**src/rtl/otst_pkg.sv**
```systemverilog
// Shared types and constants for the one-shot timer task table.
// Request and result structs, mode codes, field widths. No dependencies.
package otst_pkg;

    localparam int HANDLE_W       = 8;
    localparam int COUNT_W        = 24;
    localparam int PERIOD_W       = 16;
    localparam int PRESCALE_W     = 8;
    localparam int MODE_W         = 2;
    localparam int SLOTS_DEF      = 8;
    localparam int ENTRY_W        = HANDLE_W + COUNT_W;

    localparam logic [PRESCALE_W-1:0] PRESCALE_RESET = 8'd7;

    localparam logic [MODE_W-1:0] MODE_ADD   = 2'd0;
    localparam logic [MODE_W-1:0] MODE_TICK  = 2'd1;
    localparam logic [MODE_W-1:0] MODE_FETCH = 2'd2;

    typedef struct packed {
        logic [MODE_W-1:0]   mode;
        logic [HANDLE_W-1:0] task_handle;
        logic [PERIOD_W-1:0] period;
    } t_req;

    typedef struct packed {
        logic                add_ok;
        logic [HANDLE_W-1:0] ready_handle;
    } t_rsp;

    // Per-request context handed to the slot update logic
    typedef struct packed {
        logic [MODE_W-1:0]   mode;
        logic [HANDLE_W-1:0] handle;
        logic [COUNT_W-1:0]  load;
        logic                done;
    } t_upd_ctl;

    // Outcome of updating one slot
    typedef struct packed {
        logic                we;
        logic [HANDLE_W-1:0] wr_handle;
        logic [COUNT_W-1:0]  wr_count;
        logic                claim;
        logic                add_ok;
        logic [HANDLE_W-1:0] ready_handle;
    } t_upd_res;

endpackage

```
**src/rtl/one_shot_timer_task_table_unit.sv**
```systemverilog
// One-shot timer task table: top level with slot walker and result register.
// Depends on otst_pkg, otst_ram, otst_slot_upd.
//
// Usage:
//   Requests enter on i_req (mode, task_handle, period) and are taken at a
//   clock edge with start high and busy low. Mode add places the handle in
//   the lowest free slot with count period * prescale; mode tick decrements
//   every running slot; mode fetch frees the lowest expired slot.
//   Each request gives exactly one result on o_rsp, marked by o_rsp_valid
//   for a single cycle; the receiver cannot stall it.
//   o_rsp_valid rises when the walk over the slot RAM has passed the last
//   slot, and busy falls with it, so a new request is taken only after the
//   last one is through. The walk handles one slot per cycle, read and
//   written back through the RAM's single read and write ports.
//   The user must write tick_prescale through i_cfg_we / i_cfg_wdata only
//   while idle; the block does not enforce it. Reset (synchronous, active
//   low) sets the prescale to 7 and clears the per-slot valid bits, so every
//   slot reads as free with count zero; no clearing pass is needed.
module one_shot_timer_task_table_unit #(
    parameter int SLOTS = otst_pkg::SLOTS_DEF
) (
    input  logic                              i_clk,
    input  logic                              i_rst_n,
    input  logic                              start,
    output logic                              busy,
    input  otst_pkg::t_req                    i_req,
    output logic                              o_rsp_valid,
    output otst_pkg::t_rsp                    o_rsp,
    input  logic                              i_cfg_we,
    input  logic [otst_pkg::PRESCALE_W-1:0]   i_cfg_wdata
);
    import otst_pkg::*;

    localparam int IW = (SLOTS > 1) ? $clog2(SLOTS) : 1;
    localparam int CW = $clog2(SLOTS + 1);
    localparam logic [IW-1:0] LAST_IDX = IW'(SLOTS - 1);

    localparam logic ST_IDLE = 1'b0;
    localparam logic ST_RUN  = 1'b1;

    logic                  r_state;
    logic [PRESCALE_W-1:0] r_prescale;
    logic [MODE_W-1:0]     r_mode;
    logic [HANDLE_W-1:0]   r_handle;
    logic [COUNT_W-1:0]    r_load;
    logic                  r_done;
    logic                  r_add_ok;
    logic [HANDLE_W-1:0]   r_ready;
    logic [CW-1:0]         r_rd_cnt;
    logic                  r_rd_vld;
    logic [IW-1:0]         r_rd_idx;
    logic [SLOTS-1:0]      r_valid;
    logic                  r_rsp_vld;
    t_rsp                  r_rsp;

    logic [ENTRY_W-1:0]    ram_rdata;
    logic [ENTRY_W-1:0]    ram_wdata;
    logic                  ram_we;
    logic [HANDLE_W-1:0]   ent_handle;
    logic [COUNT_W-1:0]    ent_count;
    t_upd_ctl              upd_ctl;
    t_upd_res              upd_res;
    logic                  rd_issue;

    otst_ram #(
        .WIDTH (ENTRY_W),
        .DEPTH (SLOTS)
    ) u_ram (
        .i_clk   (i_clk),
        .i_we    (ram_we),
        .i_waddr (r_rd_idx),
        .i_wdata (ram_wdata),
        .i_raddr (r_rd_cnt[IW-1:0]),
        .o_rdata (ram_rdata)
    );

    // never-written slots read as free with zero count
    assign ent_handle = r_valid[r_rd_idx] ? ram_rdata[ENTRY_W-1 -: HANDLE_W] : '0;
    assign ent_count  = r_valid[r_rd_idx] ? ram_rdata[COUNT_W-1:0] : '0;

    always_comb begin
        upd_ctl.mode   = r_mode;
        upd_ctl.handle = r_handle;
        upd_ctl.load   = r_load;
        upd_ctl.done   = r_done;
    end

    otst_slot_upd u_upd (
        .i_ctl    (upd_ctl),
        .i_handle (ent_handle),
        .i_count  (ent_count),
        .o_res    (upd_res)
    );

    assign ram_we    = (r_state == ST_RUN) && r_rd_vld && upd_res.we;
    assign ram_wdata = {upd_res.wr_handle, upd_res.wr_count};
    assign rd_issue  = (r_rd_cnt < CW'(SLOTS));

    always_ff @(posedge i_clk) begin
        if (!i_rst_n) begin
            r_state    <= ST_IDLE;
            r_prescale <= PRESCALE_RESET;
            r_valid    <= '0;
            r_rd_vld   <= 1'b0;
            r_rd_cnt   <= '0;
            r_rsp_vld  <= 1'b0;
            r_done     <= 1'b0;
        end else begin
            r_rsp_vld <= 1'b0;
            if (i_cfg_we) begin
                r_prescale <= i_cfg_wdata;
            end
            if (ram_we) begin
                r_valid[r_rd_idx] <= 1'b1;
            end
            case (r_state)
                ST_IDLE: begin
                    r_rd_vld <= 1'b0;
                    if (start) begin
                        r_mode   <= i_req.mode;
                        r_handle <= i_req.task_handle;
                        r_load   <= COUNT_W'(i_req.period) * COUNT_W'(r_prescale);
                        r_done   <= 1'b0;
                        r_add_ok <= 1'b0;
                        r_ready  <= '0;
                        r_rd_cnt <= '0;
                        r_state  <= ST_RUN;
                    end
                end
                ST_RUN: begin
                    r_rd_vld <= rd_issue;
                    r_rd_idx <= r_rd_cnt[IW-1:0];
                    if (rd_issue) begin
                        r_rd_cnt <= r_rd_cnt + CW'(1);
                    end
                    if (r_rd_vld) begin
                        if (upd_res.claim) begin
                            r_done <= 1'b1;
                        end
                        if (upd_res.add_ok) begin
                            r_add_ok <= 1'b1;
                        end
                        if (upd_res.ready_handle != '0) begin
                            r_ready <= upd_res.ready_handle;
                        end
                        if (r_rd_idx == LAST_IDX) begin
                            r_rsp.add_ok       <= r_add_ok | upd_res.add_ok;
                            r_rsp.ready_handle <= r_ready | upd_res.ready_handle;
                            r_rsp_vld          <= 1'b1;
                            r_state            <= ST_IDLE;
                        end
                    end
                end
                default: begin
                    r_state <= ST_IDLE;
                end
            endcase
        end
    end

    assign busy        = (r_state == ST_RUN);
    assign o_rsp_valid = r_rsp_vld;
    assign o_rsp       = r_rsp;

endmodule

```
**src/rtl/otst_ram.sv**
```systemverilog
// Generic single write, single read port RAM with registered read data.
// No dependencies.
module otst_ram #(
    parameter int WIDTH = 32,
    parameter int DEPTH = 8
) (
    input  logic                                  i_clk,
    input  logic                                  i_we,
    input  logic [((DEPTH > 1) ? $clog2(DEPTH) : 1)-1:0] i_waddr,
    input  logic [WIDTH-1:0]                      i_wdata,
    input  logic [((DEPTH > 1) ? $clog2(DEPTH) : 1)-1:0] i_raddr,
    output logic [WIDTH-1:0]                      o_rdata
);

    logic [WIDTH-1:0] r_mem [DEPTH];
    logic [WIDTH-1:0] r_rdata;

    always_ff @(posedge i_clk) begin
        if (i_we) begin
            r_mem[i_waddr] <= i_wdata;
        end
        r_rdata <= r_mem[i_raddr];
    end

    assign o_rdata = r_rdata;

endmodule

```
**src/rtl/otst_slot_upd.sv**
```systemverilog
// Read-modify-write decision for one timer slot: add, tick or fetch.
// Depends on otst_pkg.
module otst_slot_upd (
    input  otst_pkg::t_upd_ctl                  i_ctl,
    input  logic [otst_pkg::HANDLE_W-1:0]       i_handle,
    input  logic [otst_pkg::COUNT_W-1:0]        i_count,
    output otst_pkg::t_upd_res                  o_res
);
    import otst_pkg::*;

    logic occupied;

    assign occupied = (i_handle != '0);

    always_comb begin
        o_res              = '0;
        o_res.wr_handle    = i_handle;
        o_res.wr_count     = i_count;
        case (i_ctl.mode)
            MODE_ADD: begin
                // a zero handle still reports the free slot but stores nothing
                if (!i_ctl.done && !occupied) begin
                    o_res.claim  = 1'b1;
                    o_res.add_ok = 1'b1;
                    if (i_ctl.handle != '0) begin
                        o_res.we        = 1'b1;
                        o_res.wr_handle = i_ctl.handle;
                        o_res.wr_count  = i_ctl.load;
                    end
                end
            end
            MODE_TICK: begin
                if (occupied && (i_count != '0)) begin
                    o_res.we       = 1'b1;
                    o_res.wr_count = i_count - COUNT_W'(1);
                end
            end
            MODE_FETCH: begin
                // freed slot keeps its count until reloaded
                if (!i_ctl.done && occupied && (i_count == '0)) begin
                    o_res.claim        = 1'b1;
                    o_res.we           = 1'b1;
                    o_res.wr_handle    = '0;
                    o_res.ready_handle = i_handle;
                end
            end
            default: begin
                o_res.we = 1'b0;
            end
        endcase
    end

endmodule
```
**config.mk**
```make
export PLATFORM = sky130hd
export DESIGN_NAME = one_shot_timer_task_table_unit
export DESIGN_NICKNAME = d
export VERILOG_FILES = /design/src/rtl/otst_pkg.sv /design/src/rtl/one_shot_timer_task_table_unit.sv /design/src/rtl/otst_ram.sv /design/src/rtl/otst_slot_upd.sv
export SDC_FILE = /design/constraint.sdc
export NUM_CORES = 1
export LEC_CHECK = 0
export BUFFER_PORTS_ARGS = -buffer_cell sky130_fd_sc_hd__buf_2
export CORE_AREA = 2 2 286 288
export DETAILED_ROUTE_END_ITERATION = 8
export DIE_AREA = 0 0 288 290
export PLACE_DENSITY = 0.43
export RECOVER_POWER = 50
export REMOVE_ABC_BUFFERS = 1
export SETUP_SLACK_MARGIN = 0.3
export SKIP_CTS_REPAIR_TIMING = 1
export SYNTH_ARGS = -nofsm -noshare
export SYNTH_HDL_FRONTEND = slang
export SYNTH_SLANG_ARGS = --single-unit
```
**constraint.sdc**
```tcl
create_clock -name i_clk -period 10.05 [get_ports i_clk]
set_clock_uncertainty 0.2 [all_clocks]
set_input_delay 2.01 -clock i_clk [delete_from_list [all_inputs] [get_ports i_clk]]
set_output_delay 2.01 -clock i_clk [all_outputs]
set_load 0.05 [all_outputs]
```
-- Yosys cells after proc, flatten, opt, wreduce, memory -nomap -nowiden
Memory sizes are Yosys's and may differ from the RTL's. A register that Yosys moved wholly into a read port is not among the register bits.
Cells that the tools add are included.
- register bits: 79
- memory bits (writable): 256
- bits of input ports: 38
- output and inout bits: 11
- logic and storage cells: 99
- memories: 1
- memories (memory ; depth ; width ; rd ports ; clocked after memory_dff ; write ports ; RTL line ; text):
    u_ram.r_mem ; 8 ; 32 ; 1 ; 1 ; 1 ; otst_ram.sv:15 ; logic [WIDTH-1:0] r_mem [DEPTH];
- add/subtract/negate cells: 2
- multiply operators: 1
- magnitude comparators: 3
- eq/ne operators: 9
- mux-type cells: 41
- bitwise operators: 4
- reductions and logical operators: 23
- operators with widths (cell ; number):
    24-bit two-way mux ; 2
    8-bit two-way mux ; 6
    24-bit one-hot mux with 2 select lines ; 1
    35-bit two-way mux ; 1
    33-bit two-way mux ; 1
    8-bit one-hot mux with 2 select lines ; 2
    24-bit logical NOT ; 1
    16-bit by 8-bit multiplier with 24-bit output ; 1
    24-bit nonzero test ; 1
    8-bit nonzero test ; 3
    24-bit by 1-bit subtractor with 24-bit output (second input constant) ; 1
    1-bit two-way mux ; 16
    8-bit OR ; 2
    4-bit AND reduction ; 3
    2-bit by 1-bit != test with 1-bit output (second input constant) ; 5
    1-bit one-hot mux with 2 select lines ; 5
    9-bit two-way mux ; 1
    3-bit AND reduction ; 3
    4-bit two-way mux ; 2
    4-bit one-hot mux with 2 select lines ; 1
    1-bit logical AND ; 7
    4-bit by 1-bit adder with 4-bit output (second input constant) ; 1
    3-bit by 4-bit less-than comparator with 1-bit output (second input constant) ; 1
    4-bit less-than comparator (second input constant) ; 1
    other kinds (13) ; 15

-- Longest topological paths before layout
Gate-level depths: netlist of the first run.
- depth after elaboration: 12
- mapped depth: 18
- depth with buffers taken out: 17

-- Modules after synthesis
Synthesis of the first run repeated with hierarchy kept, for this count alone.
- cells, all modules: 1332
- area, all modules: 18898.1 µm²
- modules (own cells, without submodules) (module ; instances ; cells an instance ; area each (µm²) ; sequential area each (µm²)):
    otst_ram ; 1 ; 415 ; 10466.3 ; 8328.0
    one_shot_timer_task_table_unit ; 1 ; 717 ; 7153.1 ; 2132.0
    otst_slot_upd ; 1 ; 200 ; 1278.7 ; 0.0

-- Worst setup path after synthesis of the first run
No wires, ideal clock.
- path type: input-to-reg
- from: input i_req[8] (netlist bit)
- to: register r_load[21], data pin
- library setup time: 0.262 ns
- data arrival time: 5.690 ns
- required time: 9.588 ns
- path slack: 3.897 ns
- stages on the path: 15
- path buffers: 0
- cells stage by stage: and2_1 > fa_1 > fa_1 > fa_1 > inv_1 > fa_1 > inv_1 > ha_1 > and4_1 > a21oi_1 > a21boi_0 > a31oi_1 > a31oi_1 > a21oi_1 > xor2_1
- cells in the longest elaborated chain, start to end: 1
- RTL lines (item ; RTL line ; text):
    start: declaration ; one_shot_timer_task_table_unit.sv:26 ; input otst_pkg::t_req i_req,
    16-bit by 8-bit multiplier with 24-bit output ; one_shot_timer_task_table_unit.sv:122 ; r_load <= COUNT_W'(i_req.period) * COUNT_W'(r_prescale);
    end signal: assignment ; one_shot_timer_task_table_unit.sv:122 ;
    end: declaration ; one_shot_timer_task_table_unit.sv:45 ; logic [COUNT_W-1:0] r_load;
No other way between the ends.
A chain may end at the register's enable or synchronous reset.

-- Final worst setup path of the first run
- from: register r_rd_idx[2]
- to: memory u_ram.r_mem[1][2], enable pin
- cells in the longest elaborated chain, start to end: 11
- elaborated cells between the ends (all ways): 19
- classes of those cells: mux (10); reduce/logical (9)
- RTL lines (item ; RTL line ; text):
    start: declaration ; one_shot_timer_task_table_unit.sv:51 ; logic [IW-1:0] r_rd_idx;
    start signal: assignment ; one_shot_timer_task_table_unit.sv:132 ; r_rd_idx <= r_rd_cnt[IW-1:0];
    1-bit binary-select mux with 3-bit select ; one_shot_timer_task_table_unit.sv:78, one_shot_timer_task_table_unit.sv:79 ;
    1-bit two-way mux (implied by the code) ; one_shot_timer_task_table_unit.sv:78, one_shot_timer_task_table_unit.sv:79 ;
    8-bit two-way mux ; one_shot_timer_task_table_unit.sv:78 ; assign ent_handle = r_valid[r_rd_idx] ? ram_rdata[ENTRY_W-1 -: HANDLE_W] : '0;
    8-bit nonzero test ; otst_slot_upd.sv:13 ; assign occupied = (i_handle != '0);
    1-bit logical AND or 1-bit logical NOT (tied branches) ; otst_slot_upd.sv:40, otst_slot_upd.sv:22 ;
    1-bit logical AND, on equally long branches ; otst_slot_upd.sv:40, otst_slot_upd.sv:22 ;
    9-bit two-way mux or 35-bit two-way mux (tied branches) ; otst_slot_upd.sv:40, otst_slot_upd.sv:22 ;
    1-bit one-hot mux with 3 select lines ; otst_slot_upd.sv:19 ; case (i_ctl.mode)
    1-bit logical AND ; one_shot_timer_task_table_unit.sv:95 ; assign ram_we = (r_state == ST_RUN) && r_rd_vld && upd_res.we;
    1-bit two-way mux ; otst_ram.sv:19 ; if (i_we) begin
    1-bit two-way mux (implied by the code) ; otst_ram.sv:20 ; r_mem[i_waddr] <= i_wdata;
    end: declaration ; otst_ram.sv:15 ;
Several ways; a longest one is shown, not always the timed one. The select of a mux whose other input is x is not followed.

==> flow_summary.json, run 1 <==
{
  "hold_viol_final": 0,
  "fillCellCount": 8351,
  "critPathKind": "flop to flop",
  "fmax_mhz": 157.9,
  "first_pass_iters": 5,
  "cp_top_family": "simple AND/OR/NAND/NOR gates",
  "drtAntennaViolNets": 0,
  "antenna_found_initial": 0,
  "synth_top_area_share_pct": 51.02,
  "cts_buffers": 41,
  "synth.area.mux_share_pct": 10.64,
  "cts.sinks": 367,
  "synth_area_leaders": "edfxtp_1, fa_1, mux4_2, dfxtp_1, and2_1",
  "cp_max_fo": 26,
  "hpwl_mm": 29.26,
  "seq_area_mm2": 0.01046,
  "drcViolationCount": 0,
  "via_count": 10420,
  "ys_seq_area_share_pct": 57.15,
  "cts_root_buf": "clkbuf_16",
  "max_cap_viol_count": 6,
  "drt-initial-drc-count": 617,
  "synth_top_cell_by_area": "edfxtp_1",
  "min_period_ns": 6.335,
  "syn-cell-area_mm2": 0.01830,
  "status": "complete, but fails checks",
  "place_inst": 2338,
  "post_drt_wl_per_cell_um": 18.45,
  "slew_headroom_pct": -127.5,
  "pre_cts_ws_ns": 3.338,
  "port_buffers": 48,
  "worstHoldStart": "r_valid[6]$_SDFFE_PN0P_",
  "synthXorXnorAreaFrac_pct": 1.053,
  "grt_pass1_wl_mm": 69.12,
  "rows": 104,
  "cts_tree": "built",
  "violations": "max-capacitance violations, max-slew violations",
  "fin_ws_ns": 3.715,
  "r2r_setup_slack_ns": 3.72,
  "initial_core_util_pct": 22.83,
  "crit_required_ns": 10.07,
  "synth_top_family_by_area": "adder cells",
  "crit_path_cell_trace": "nor2_1 -> a221oi_1 -> o21ai_0 -> clkbuf_1 -> nand2_1 -> ha_1 -> nand2b_1 -> o41ai_1 -> nor3_1 -> or3b_1 -> nand3_1 -> nor2_4 -> buf_4",
  "p_total_uw": 4092,
  "final_layout_size_suffix_gt1_share_pct": 15.73,
  "rr_endpoint": "u_ram.r_mem[1][2]$_DFFE_PP_",
  "gp_congestion": 0.7563,
  "synth_compound_area_share_pct": 5.974,
  "multi_input_area_mm2": 0.007330,
  "synth-main-ff-cell": "edfxtp_1",
  "cp_slowest_stage_delay_ns": 0.99,
  "grt_max_degree": 38,
  "grt_usage_pct": 10.77,
  "path_clk_slew_ns": 0.06,
  "num_antenna_cells": 0,
  "synth_simple_gate_area_share_pct": 9.796,
  "hold_slack_ns": 0.2595,
  "start_kind": "flop",
  "yosys_warnings": 0,
  "die_w_um": 288,
  "min_to": "r_valid[6]$_SDFFE_PN0P_",
  "avgSynthCellArea_um2": 14.57,
  "worst_skew_pair.late_latency_ns": 0.56,
  "cp_data_arrival_time_ns": 6.35,
  "die_area_mm2": 0.08352,
  "maxSlewViolCount": 217,
  "crit_path_end_kind": "flop",
  "rsz0062_at_grt": "false",
  "drt-total-wl_mm": 44.54,
  "final_net_count": 1490,
  "rr_worst_depth": 13,
  "cts_buffer_depth": 3,
  "die_y_um": 290,
  "max-vdd-ir-drop_mv": 0.1198,
  "routed_via_density": 4.316,
  "min_path_type": "flop to flop",
  "min_path_cells": 1,
  "finalSetupViolations": 0,
  "syn_to_final_growth_pct": 15.72,
  "fin_cells": 2414,
  "path_buf_inv": 2,
  "synth-async-reset-ratio_pct": 0,
  "ys_types": 62,
  "tns_ns": 0,
  "p_per_area_mw_per_mm2": 193.2,
  "tightest_slew_ns": 3.413,
  "io_pins": 49,
  "synth_edf_count": 311,
  "core_area_mm2": 0.08016,
  "first_global_vias": 11380,
  "cts_max_level": 2,
  "synth_seq_cells": 367,
  "finalCritPeriodShare_pct": 63.03,
  "synthCells": 1256,
  "grt_overflow": 0,
  "synth_adder_area_share_pct": 12.40,
  "p_leak_uw": 0.007457,
  "crit_slowest_cell": "clkbuf_1",
  "reg2reg_from": "r_rd_idx[2]$_DFFE_PP_"
}
==> logic make-up (layout without fill, tap and decap cells) <==
kind of cell,count (synthesis),after routing
AND/OR/NAND/NOR,327,327
adder cells (fa/ha/maj),131,131
flip-flops,367,367
multiplexers,110,110
AO/OA/AOI/OAI,154,154
buffers and inverters,145,243
XOR/XNOR,22,22
==> routing by layer <==
metal | global-route usage [%] | vias up | part of all wire, % | wire length [um]
li1 | - | 4769 | - | -
met1 | 14.24 | 5417 | 46 | 20330
met2 | 18.25 | 180 | 50 | 22080
met3 | 1.588 | 53 | 2.9 | 1286
met4 | 3.033 | 0 | 1.9 | 845
met5 | 0 | - | 0 | 0
==> cells in the mapped netlist (3+ instances only) <==
library cell  instances
nor2b_1              18
mux2i_1              10
fa_1                 84
and3_1               15
mux4_2               64
or3_1                 5
o21ai_0              31
edfxtp_1            311
a31oi_1               7
nand2b_1              7
a221o_1               7
xnor2_1              14
nor2_1               40
nand2_1              65
o21bai_1              3
or4_1                 4
a21o_1               15
a32oi_1               4
ha_1                 47
buf_1                 7
o311ai_0              3
clkbuf_1             36
nor3_1               14
mux2_2               36
o31ai_1               4
a21oi_1              28
dfxtp_1              56
nor4_1                9
a22o_1               10
xor2_1                8
nand3_1              15
and2_1              114
a41oi_1               4
a22oi_1               4
a32o_1                7
buf_2                 3
o211ai_1              4
nor3b_1               7
o21a_1                6
inv_1                99
==> worst register-to-register path: cells and delay by family, from the launching register on <==
kind            cells  cell delay (ns)
simple gates        7             2.95
flops               1             0.53
buf+inv             2             1.46
compound gates      3             0.57
fa+ha+maj           1             0.31
==> power breakdown <==
| group | internal, uW | switching (uW) |
|---|---|---|
| sequential | 1750 | 53.1 |
| combinational | 345 | 442 |
| clock | 894 | 610 |
==> per-stage QoR <==
stage	cell area [um2]	util [%]
5_1_grt	21180	26.43
3_5_place_dp	19930	24.86
3_3_place_gp	19930	24.86
6_report	21180	26.43
2_1_floorplan	18130	-
4_1_cts	21290	26.56
==> how the worst max path moves through the flow <==
stage / depth (start not counted) / endpoint / from
global placement: 16 / r_load[19]$_DFFE_PP_ / i_req[8]
CTS: 16 / r_load[19]$_DFFE_PP_ / i_req[9]
global route: 13 / u_ram.r_mem[0][20]$_DFFE_PP_ / r_rd_idx[2]$_DFFE_PP_
detailed placement: 16 / r_load[19]$_DFFE_PP_ / i_req[9]
finish: 13 / u_ram.r_mem[1][2]$_DFFE_PP_ / r_rd_idx[2]$_DFFE_PP_
floorplan: 15 / r_load[21]$_DFFE_PP_ / i_req[8]
==> registers in the layout, indices dropped and copies added, names as in the netlist <==
register / cells
o_rsp: 9
u_ram.o_rdata: 32
r_rd_vld: 1
r_rd_idx: 3
r_valid: 8
u_ram.r_mem: 256
r_ready: 8
o_rsp_valid: 1
r_done: 1
r_rd_cnt: 4
r_prescale: 8
busy: 1
r_add_ok: 1
r_mode: 2
r_handle: 8
r_load: 24
==> final cells by class <==
class / count / area share [%]
Timing Repair Buffer: 68 / 1.548
Clock buffer: 53 / 5.251
Clock inverter: 23 / 1.193
Tap cell: 1060 / 6.261
Multi-Input combinational cell: 744 / 34.60
Sequential cell: 367 / 49.39
Inverter: 99 / 1.754
==> cell usage in the layout (no fill, tap or decap), types with 34 or more instances in the layout <==
cell type and count:
edfxtp_1 311, and2_1 111, inv_1 99, fa_1 84, nand2_1 65, mux4_2 64, dfxtp_1 55, ha_1 47
clkbuf_16 42, clkbuf_1 37, mux2_2 34
Note: power is estimated with default switching activity, not from simulation.
==> inputs of run 2 (changes only) <==
==> constraint.sdc (replaced) <==
create_clock -name i_clk -period 6.3 [get_ports i_clk]
set_clock_uncertainty 0.2 [all_clocks]
set_input_delay 1.26 -clock i_clk [delete_from_list [all_inputs] [get_ports i_clk]]
set_output_delay 1.26 -clock i_clk [all_outputs]
set_load 0.05 [all_outputs]
==> run 2 against run 1 <==
  * The run still ends with max-capacitance violations, max-slew violations left
  * Setup slack worse by 2.9 ns
  * Cell count grew 0.17%
  * Utilization grew 0.097 points
  * Sequential cell count unchanged
  * Register-to-register slack got worse by 2.8 ns
  * Routed wire length shrank 1.1%
  * Sequential power increased by 59%
  * First-iteration DRC count up 6.6%
  * Largest cell class unchanged
==> flow_summary.json, run 2 (synthesis results as in run 1) <==
{
  "status": "complete, but fails checks",
  "violations": "max-capacitance violations, max-slew violations",
  "tightest_slew_ns": 2.971,
  "drcViolationCount": 0,
  "min_to": "r_valid[5]$_SDFFE_PN0P_",
  "tns_ns": 0,
  "p_total_uw": 6505,
  "max-vdd-ir-drop_mv": 0.1819,
  "core_area_mm2": 0.08016,
  "cts.sinks": 367,
  "rsz0062_at_grt": "false",
  "min_path_type": "flop to flop",
  "utilization_pct": 26.52,
  "final_cell_mix": "edfxtp_1, and2_1, inv_1",
  "maxSlewViolCount": 142,
  "drt-initial-drc-count": 658,
  "crit_path_end_kind": "flop",
  "grt_overflow": 0,
  "fmax_mhz": 182.2,
  "cp_data_arrival_time_ns": 5.58,
  "cts_buffer_depth": 3,
  "antenna_found_initial": 0,
  "final_layout_size_suffix_gt1_share_pct": 15.98,
  "drt-total-wl_mm": 44.06,
  "min_path_cells": 1,
  "largest_register_ffs": 256,
  "first_pass_iters": 6,
  "slew_headroom_pct": -98.04,
  "worstHoldStart": "r_valid[5]$_SDFFE_PN0P_",
  "p_leak_uw": 0.007487,
  "post_drt_wl_per_cell_um": 18.22,
  "min_period_ns": 5.489,
  "hpwl_mm": 28.91,
  "rows": 104,
  "num_antenna_cells": 0,
  "routed_via_density": 4.301,
  "cp_slowest_stage_delay_ns": 0.49,
  "final_net_count": 1494,
  "finalCritPeriodShare_pct": 87.13,
  "start_kind": "input port",
  "worst_skew_pair.late_latency_ns": 0.56,
  "rr_worst_depth": 15,
  "gp_congestion": 0.7640,
  "drtAntennaViolNets": 0,
  "crit_top_cell": "fa_1",
  "p_per_area_mw_per_mm2": 306.0,
  "grt_pass1_wl_mm": 68.75,
  "r2r_setup_slack_ns": 0.90,
  "grt_usage_pct": 10.68,
  "die_area_mm2": 0.08352,
  "io_pins": 49,
  "crit_required_ns": 6.39,
  "cts_tree": "built",
  "cts_root_buf": "clkbuf_16",
  "first_global_vias": 11330,
  "layout_commonest_cell": "edfxtp_1",
  "cp_max_fo": 8,
  "crit_path_cell_trace": "clkbuf_1 -> and2_1 -> fa_1 -> fa_1 -> fa_1 -> inv_1 -> fa_1 -> inv_1 -> ha_1 -> and4_1 -> a21oi_1 -> a21boi_0 -> a31oi_1 -> a31oi_1 -> a21oi_1 -> xor2_1",
  "cp_top_family": "adder cells",
  "reg2reg_from": "r_prescale[2]$_SDFFE_PN1P_",
  "cts_max_level": 2,
  "finalSetupViolations": 0,
  "hold_slack_ns": 0.2609,
  "port_buffers": 48,
  "cts_buffers": 41,
  "grt_max_degree": 39,
  "initial_core_util_pct": 22.83,
  "via_count": 10400,
  "syn_to_final_growth_pct": 16.15,
  "placed_area_mm2": 0.02002,
  "top_register": "u_ram.r_mem",
  "critPathKind": "input port to flop",
  "die_w_um": 288,
  "crit_slowest_cell": "fa_1",
  "fin_area_mm2": 0.02126,
  "path_clk_slew_ns": 0.06,
  "max_cap_viol_count": 4,
  "die_y_um": 290,
  "fillCellCount": 8371,
  "hold_viol_final": 0,
  "path_buf_inv": 3,
  "rr_endpoint": "r_load[21]$_DFFE_PP_"
}
==> run 2: power breakdown <==
group / switching (uW) / internal, uW / leakage [uW] / total (uW)
clock network: 956 / 1420 / 0.000648 / 2370
logic: 711 / 546 / 0.00352 / 1260
registers: 85.5 / 2790 / 0.00332 / 2870
==> run 2: worst reg2reg max path: cells and delay by family (launching register included) <==
kind                       cells  cell delay [ns]
xor gates and xnor gates       1             0.17
and+or+nand+nor                2             0.48
buffers and inverters          2             0.10
adders and majority gates      5             2.27
AOI/OAI and AO/OA              5             1.16
DFF                            1             0.75
==> run 2: area by class of cell <==
type	count	area (um2)	area share, %
Sequential cell	367	10460	49.20
Inverter	99	371.6	1.748
Tap cell	1060	1326	6.239
Multi-Input combinational cell	744	7335	34.50
Clock buffer	60	1127	5.303
Clock inverter	16	206.4	0.9711
Timing Repair Buffer	72	432.9	2.036
==> run 2: how the worst max path moves through the flow <==
stage	depth (start not counted)	slack (ns)	start	to
after floorplan	15	0.90	i_req[8]	r_load[21]$_DFFE_PP_
after global placement	16	0.39	i_req[9]	r_load[19]$_DFFE_PP_
after detailed placement	16	0.26	i_req[9]	r_load[21]$_DFFE_PP_
after CTS	16	0.85	i_req[9]	r_load[21]$_DFFE_PP_
after global routing	16	0.55	i_req[2]	r_load[21]$_DFFE_PP_
final	16	0.81	i_req[2]	r_load[21]$_DFFE_PP_
==> run 2: stage by stage <==
stage	cells	setup WS (ns)
floorplan	1210	0.8973
global placement	2342	0.3876
detailed placement	2342	0.2624
CTS	2418	0.8469
global route	2418	0.5522
finish	2418	0.8110
==> run 2: metal layers <==
metal	track usage [%]	vias up	wire [um]
met5	0	-	0
met4	2.982	0	797
met3	1.549	62	1324
met2	18.56	166	22120
met1	13.76	5389	19820
li1	-	4784	-
